==> src/design/se2_pkg.sv <==
// Shared constants and types for the SE(2) edge error and Jacobian unit.
package se2_pkg;

  localparam int ATAN_COUNT = 24;
  localparam logic signed [33:0] HALF_PI_Q30 = 34'sd1686629713;
  localparam logic signed [33:0] PI_Q30 = 34'sd3373259426;
  localparam logic signed [33:0] GAIN_Q30 = 34'sd652032874;
  localparam logic signed [16:0] PI_Q12 = 17'sd12868;
  localparam logic signed [16:0] TWO_PI_Q12 = 17'sd25736;
  localparam logic signed [15:0] ONE_Q14 = 16'sd16384;

  typedef logic signed [33:0] cq_t;

  function automatic cq_t atan_q30(input int i);
    case (i)
      0: atan_q30 = 34'sh03243F6A8;
      1: atan_q30 = 34'sh01DAC6705;
      2: atan_q30 = 34'sh00FADBAFC;
      3: atan_q30 = 34'sh007F56EA6;
      4: atan_q30 = 34'sh003FEAB76;
      5: atan_q30 = 34'sh001FFD55B;
      6: atan_q30 = 34'sh000FFFAAA;
      7: atan_q30 = 34'sh0007FFF55;
      8: atan_q30 = 34'sh0003FFFEA;
      9: atan_q30 = 34'sh0001FFFFD;
      10: atan_q30 = 34'sh0000FFFFF;
      11: atan_q30 = 34'sh00007FFFF;
      12: atan_q30 = 34'sh00003FFFF;
      13: atan_q30 = 34'sh00001FFFF;
      14: atan_q30 = 34'sh00000FFFF;
      15: atan_q30 = 34'sh000007FFF;
      16: atan_q30 = 34'sh000003FFF;
      17: atan_q30 = 34'sh000001FFF;
      18: atan_q30 = 34'sh000000FFF;
      19: atan_q30 = 34'sh0000007FF;
      20: atan_q30 = 34'sh0000003FF;
      21: atan_q30 = 34'sh0000001FF;
      22: atan_q30 = 34'sh0000000FF;
      23: atan_q30 = 34'sh00000007F;
      default: atan_q30 = '0;
    endcase
  endfunction

  function automatic logic signed [31:0] sat32(input logic signed [50:0] v);
    if (v > 51'sd2147483647) sat32 = 32'sh7FFFFFFF;
    else if (v < -51'sd2147483648) sat32 = 32'sh80000000;
    else sat32 = v[31:0];
  endfunction

endpackage

==> src/design/se2_cordic.sv <==
// Unrolled rotation-mode CORDIC pipeline: one iteration per register stage.
module se2_cordic
  import se2_pkg::*;
#(
  parameter int STAGES = 16
) (
  input  logic               clk,
  input  logic               en,
  input  logic signed [14:0] heading,
  output logic signed [15:0] cos_q14,
  output logic signed [15:0] sin_q14
);

  cq_t x_r [STAGES+1];
  cq_t y_r [STAGES+1];
  cq_t z_r [STAGES+1];
  logic flip_r [STAGES+1];
  cq_t z0;

  always_comb begin
    z0 = cq_t'(heading) <<< 18;
  end

  always_ff @(posedge clk) begin
    if (en) begin
      x_r[0] <= GAIN_Q30;
      y_r[0] <= '0;
      if (z0 > HALF_PI_Q30) begin
        z_r[0] <= z0 - PI_Q30;
        flip_r[0] <= 1'b1;
      end else if (z0 < -HALF_PI_Q30) begin
        z_r[0] <= z0 + PI_Q30;
        flip_r[0] <= 1'b1;
      end else begin
        z_r[0] <= z0;
        flip_r[0] <= 1'b0;
      end
    end
  end

  for (genvar i = 0; i < STAGES; i++) begin : g_stage
    always_ff @(posedge clk) begin
      if (en) begin
        flip_r[i+1] <= flip_r[i];
        if (z_r[i] >= 0) begin
          x_r[i+1] <= x_r[i] - (y_r[i] >>> i);
          y_r[i+1] <= y_r[i] + (x_r[i] >>> i);
          z_r[i+1] <= z_r[i] - atan_q30(i);
        end else begin
          x_r[i+1] <= x_r[i] + (y_r[i] >>> i);
          y_r[i+1] <= y_r[i] - (x_r[i] >>> i);
          z_r[i+1] <= z_r[i] + atan_q30(i);
        end
      end
    end
  end

  logic signed [17:0] cr, sr, cc, sc;

  always_comb begin
    cr = 18'((x_r[STAGES] + 34'sd32768) >>> 16);
    sr = 18'((y_r[STAGES] + 34'sd32768) >>> 16);
    cc = (cr > 18'sd16384) ? 18'sd16384 : ((cr < -18'sd16384) ? -18'sd16384 : cr);
    sc = (sr > 18'sd16384) ? 18'sd16384 : ((sr < -18'sd16384) ? -18'sd16384 : sr);
    cos_q14 = flip_r[STAGES] ? -cc[15:0] : cc[15:0];
    sin_q14 = flip_r[STAGES] ? -sc[15:0] : sc[15:0];
  end

endmodule

==> config.mk <==
export PLATFORM = sky130hd
export DESIGN_NAME = se2_cordic
export DESIGN_NICKNAME = d
export VERILOG_FILES = /design/src/design/se2_pkg.sv /design/src/design/se2_cordic.sv
export SDC_FILE = /design/constraint.sdc
export NUM_CORES = 2
export LEC_CHECK = 0
export BUFFER_PORTS_ARGS = -buffer_cell sky130_fd_sc_hd__buf_4
export CAP_MARGIN = 20
export CELL_PAD_IN_SITES_DETAIL_PLACEMENT = 0
export CELL_PAD_IN_SITES_GLOBAL_PLACEMENT = 1
export CORE_ASPECT_RATIO = 0.9
export CORE_MARGIN = 2
export CORE_UTILIZATION = 50
export DETAILED_ROUTE_END_ITERATION = 10
export PLACE_DENSITY = 0.84
export SYNTH_ARGS = -nofsm -noshare
export SYNTH_HDL_FRONTEND = slang
export SYNTH_SLANG_ARGS = --single-unit
==> constraint.sdc <==
create_clock -name clk -period 17.1 [get_ports clk]
set_input_delay 2.565 -clock clk [delete_from_list [all_inputs] [get_ports clk]]
set_output_delay 2.565 -clock clk [all_outputs]
set_load 0.02 [all_outputs]
# Word-level counts from Yosys, hierarchy flattened
# Memories as Yosys holds them, arrays and structs flattened.
# Index checks and enable logic that the tools add are counted.
# word_totals
reg_bits,0
ramBits,1751
inputBits,17
out_inout_bits,32
word_cells,346
mem_count,4
# memory_table
memory,words,word_bits,rd,rd_clocked_by_memory_dff,wr,line,rtl
x_r,17,34,17,0,17,se2_cordic.sv:14,cq_t x_r [STAGES+1];
y_r,17,34,17,0,17,se2_cordic.sv:15,cq_t y_r [STAGES+1];
z_r,17,34,16,0,17,se2_cordic.sv:16,cq_t z_r [STAGES+1];
flip_r,17,1,17,0,17,se2_cordic.sv:17,logic flip_r [STAGES+1];
# classes
addsub,101
order_cmp,22
mux,167
bitwise_logic,52
# ops
op,n
34-bit 2-to-1 mux,50
"34-bit by 1-bit greater-or-equal comparator with 1-bit output, second input constant",16
1-bit 2-to-1 mux,111
"34-bit by 17-bit adder with 34-bit output, second input constant",3
16-bit 2-to-1 mux,6
34-bit by 19-bit adder with 34-bit output,2
34-bit by 20-bit adder with 34-bit output,2
34-bit by 21-bit adder with 34-bit output,2
34-bit by 22-bit adder with 34-bit output,2
34-bit by 23-bit adder with 34-bit output,2
34-bit by 24-bit adder with 34-bit output,2
34-bit by 25-bit adder with 34-bit output,2
34-bit by 26-bit adder with 34-bit output,2
34-bit by 27-bit adder with 34-bit output,2
34-bit by 28-bit adder with 34-bit output,2
34-bit by 29-bit adder with 34-bit output,2
34-bit by 30-bit adder with 34-bit output,2
34-bit by 31-bit adder with 34-bit output,2
34-bit by 32-bit adder with 34-bit output,2
34-bit by 33-bit adder with 34-bit output,2
34-bit by 19-bit subtractor with 34-bit output,2
34-bit by 20-bit subtractor with 34-bit output,2
34-bit by 21-bit subtractor with 34-bit output,2
34-bit by 22-bit subtractor with 34-bit output,2
other kinds (52),118

# Longest topological paths before layout
# logic_depth
depth_word,7
depth_mapped,22
mapped_depth_nobuf,22

# Worst setup path before layout
# OpenSTA, ideal clock, no wires.
# synth_timing
kind,in2reg
from,input port en
to,"memory y_r[9][32] (netlist name), data pin"
setup_ns,0.265
t_arrival_ns,7.058
t_required_ns,16.835
slack_ns,9.777
cell_stages,18
n_path_buf,3
path_cell_list,clkbuf_1 > nand2_1 > clkinv_1 > clkbuf_1 > buf_1 > mux2i_1 > fa_1 > a21oi_1 > o211ai_1 > a31oi_1 > nor3b_1 > a31o_2 > a21o_1 > a41o_1 > or4_1 > a31oi_1 > o21ai_0 > xor2_1
# synth_rtl
item,line,rtl
from (decl),se2_cordic.sv:8,"input logic en,"
to (decl),se2_cordic.sv:15,

==> flow_summary.yaml <==
global_routing:
  grt_start_max_net_pins: 184
  grt.overflow.total: 0
  grt_pass1_wl_um: 523000
  grtUsageTotal_pct: 25.4
  first_global_vias: 96000
  grt_antenna_before_repair: 6
synthesis:
  syn_area_um2: 125000
  synth_top_family_by_area: "compound AO/OA/AOI/OAI gates"
  post-synth-top-area-cell: "edfxtp_1"
  yosys-top-cells-area: "edfxtp_1 (35%), ha_1 (14%), xnor2_1 (9.0%)"
  synth_adder_area_share_pct: 15.0
  async_flop_share_pct: 0
  synth_edf_count: 1461
  yosys.area_share.simple_pct: 13.7
  synth-compound-area-share_pct: 19.7
  syn_inst: 13100
  synthFlopType: "edfxtp_1"
  synth-xor-area-share_pct: 13.3
  yosysWarningCount: 0
  synthMuxAreaShare_pct: 0.929
  synth_fp_nets: 14600
  ys_seq_area_share_pct: 35.2
  syn_avg_cell_area_um2: 9.54
  synth_cell_types: 87
  synth-seq-cells: 1461
  synth_top_area_share_pct: 35.2
timing:
  setup-tns-final_ps: 0
  fmax_ghz: 0.126
  setup_viol: 0
  fin_crit_sh_pct: 46.5
  drv_slew: 0
  slew_headroom_pct: 27.9
  post-route-min-period_ps: 7950
  rsz0062_at_grt: "false"
  finClkSkew_ps: 55.7
  tightest_slew_ps: 1080
  final_hold_viol_count: 0
cts:
  clockRootBuffer: "clkbuf_16"
  clk_pin_slew_worst_paths_ps: 60
  cts_setup_buffers: 0
  cts_inserted_buffers: 174
  numClockSinks: 1461
  ctsHoldBuffers: 0
  post_cts_resized: 0
  cts_tree: "yes"
  cts_max_level: 4
  clockBufferDepth: 4
  clock_latency_ps: 850
floorplanning:
  fp-row-count: 173
  die_x_um: 531
  die_h_um: 478
  fp.coreArea_um2: 247000
  start_util_pct: 50.4
  io_pins: 49
  fp.dieArea_um2: 254000
hold_path:
  hold_class: "flip-flop to flip-flop"
  hold_end: "flip_r[0][13]"
  hold_start: "flip_r[0][12]"
  whs_path_depth: 0
cells_and_area:
  area_delta_synth_final_pct: 7.85
  finalNetCount: 14700
  final_common_cell: "edfxtp_1"
  layout-drive-gt1-share_pct: 4.15
  final_area_um2: 135000
  final_cell_mix: "edfxtp_1 (1,461), ha_1 (1,428), xnor2_1 (1,286), a21oi_1 (1,261), nor2_1 (1,042)"
worst_setup_path:
  reg2reg_slack_ps: 10890
  path_buf_inv: 3
  start_kind: "flip-flop"
  worstSetupPathType: "flip-flop to primary output"
  crit_path_max_fanout: 18
  crit_path_end_kind: "primary output"
  r2r_cells: 19
  worstPathArrival_ps: 5390
  max_stage_delay_ps: 710
  crit_chain: "ha_1 -> inv_1 -> nor4_1 -> nand3_1 -> o21a_1 -> o32ai_1 -> nor4b_1 -> a31oi_1 -> buf_4 -> nand2b_1 -> ha_1 -> nand2_1 -> o21ai_0 -> a221o_1 -> o21ai_0 -> buf_4"
  cpMaxStageDelayCell: "nor4_1"
  cp.required_ps: 14530
  reg2reg_to: "y_r[7][33]"
  r2r_start: "x_r[6][9]"
  crit_family: "simple AND/OR/NAND/NOR gates"
detailed_routing:
  via_per_inst: 5.97
  drt_iter0_markers: 7371
  ant_nets: 0
  wl_um: 328000
  dr.pass1.iters: 6
  wl_per_cell_um: 19.7
  vias: 99200
  remaining_drc_errors: 0
outcome:
  run_status: "finished, final reports clean"
placed_design:
  port_buffers: 48
  place_congestion: 0.922
  placed_area_um2: 129000
  hpwl_um: 259000
run:
  cap_viol_max_count: 0
==> Yosys cell counts, types with 39 or more instances <==
cell type,number
xnor2_1,1286
nor3_1,329
o41ai_1,49
o21ai_0,707
mux2_2,46
a31oi_1,145
mux2i_1,64
and2_1,65
o31ai_1,141
nand2b_1,219
nor2b_1,177
or3_1,116
or4_1,52
nand3_1,252
o21a_1,242
clkbuf_1,166
inv_1,531
nand2_1,808
xor2_1,600
nor4_1,79
and3_1,113
o21bai_1,166
ha_1,1428
nor2_1,1042
a21boi_0,39
or2_2,71
a21oi_1,1261
fa_1,40
edfxtp_1,1461
o211ai_1,60
a21o_1,554
nand4_1,89
a211oi_1,122
==> worst max path at each step <==
stage                           start           to  slack (ps)  cells after the start
final                     y_r[16][15]  sin_q14[12]        9150                     16
after global routing      y_r[16][15]  sin_q14[12]        8640                     17
after CTS                          en   x_r[8][29]        8880                     18
after detailed placement           en   x_r[8][29]        7960                     18
after global placement             en   x_r[8][29]        8050                     18
after floorplan                    en   y_r[9][32]        9780                     18
==> logic make-up after synthesis <==
kind of cell,Yosys count
adders and majority gates,1468
and+or+nand+nor,3538
AOI/OAI and AO/OA,3875
DFF,1461
xor gates and xnor gates,1887
muxes,110
buffers and inverters,740
==> worst register-to-register path, delay by kind of cell, from the launching register on <==
family	cells	cell delay (ps)
AOI/OAI and AO/OA	6	1140
adders and majority gates	1	310
DFF	1	540
xor gates and xnor gates	2	320
and+or+nand+nor	10	3660
==> state kept, by name, summed over array words and instances (netlist names) <==
signal and count:
z_r 479, flip_r 17, y_r 496, x_r 469
==> through the flow <==
| stage | setup slack, ps | hold WS [ps] | util, % | instances |
|---|---|---|---|---|
| after detailed placement | 7960 | 405 | 52.2 | 16300 |
| after global routing | 8640 | 425 | 54.4 | 16600 |
| after global placement | 8050 | 400 | 52.2 | 16300 |
| final | 9150 | 398 | 54.4 | 16600 |
| after CTS | 8880 | 400 | 54.4 | 16600 |
| after floorplan | 9780 | 400 | - | 13100 |
==> layer usage <==
metal	part of all wire (%)	GRT usage, %
met1	46	35.0
met2	45	41.4
met3	5.4	2.95
met4	3.3	8.07
met5	0	0
==> area by class of cell <==
type                    instances  area (µm²)
clock buffers                 203        4550
diodes                          2        5.00
inverters                     541        2030
clock inverters                98         922
multi-input cells           10900       78100
well taps                    3325        4160
fillers                     21900      113000
repair buffers                110         903
flip-flops and latches       1461       43900
Power is not shown: default switching activity piles up to over one toggle a cycle in this logic, so the estimate is an artifact.
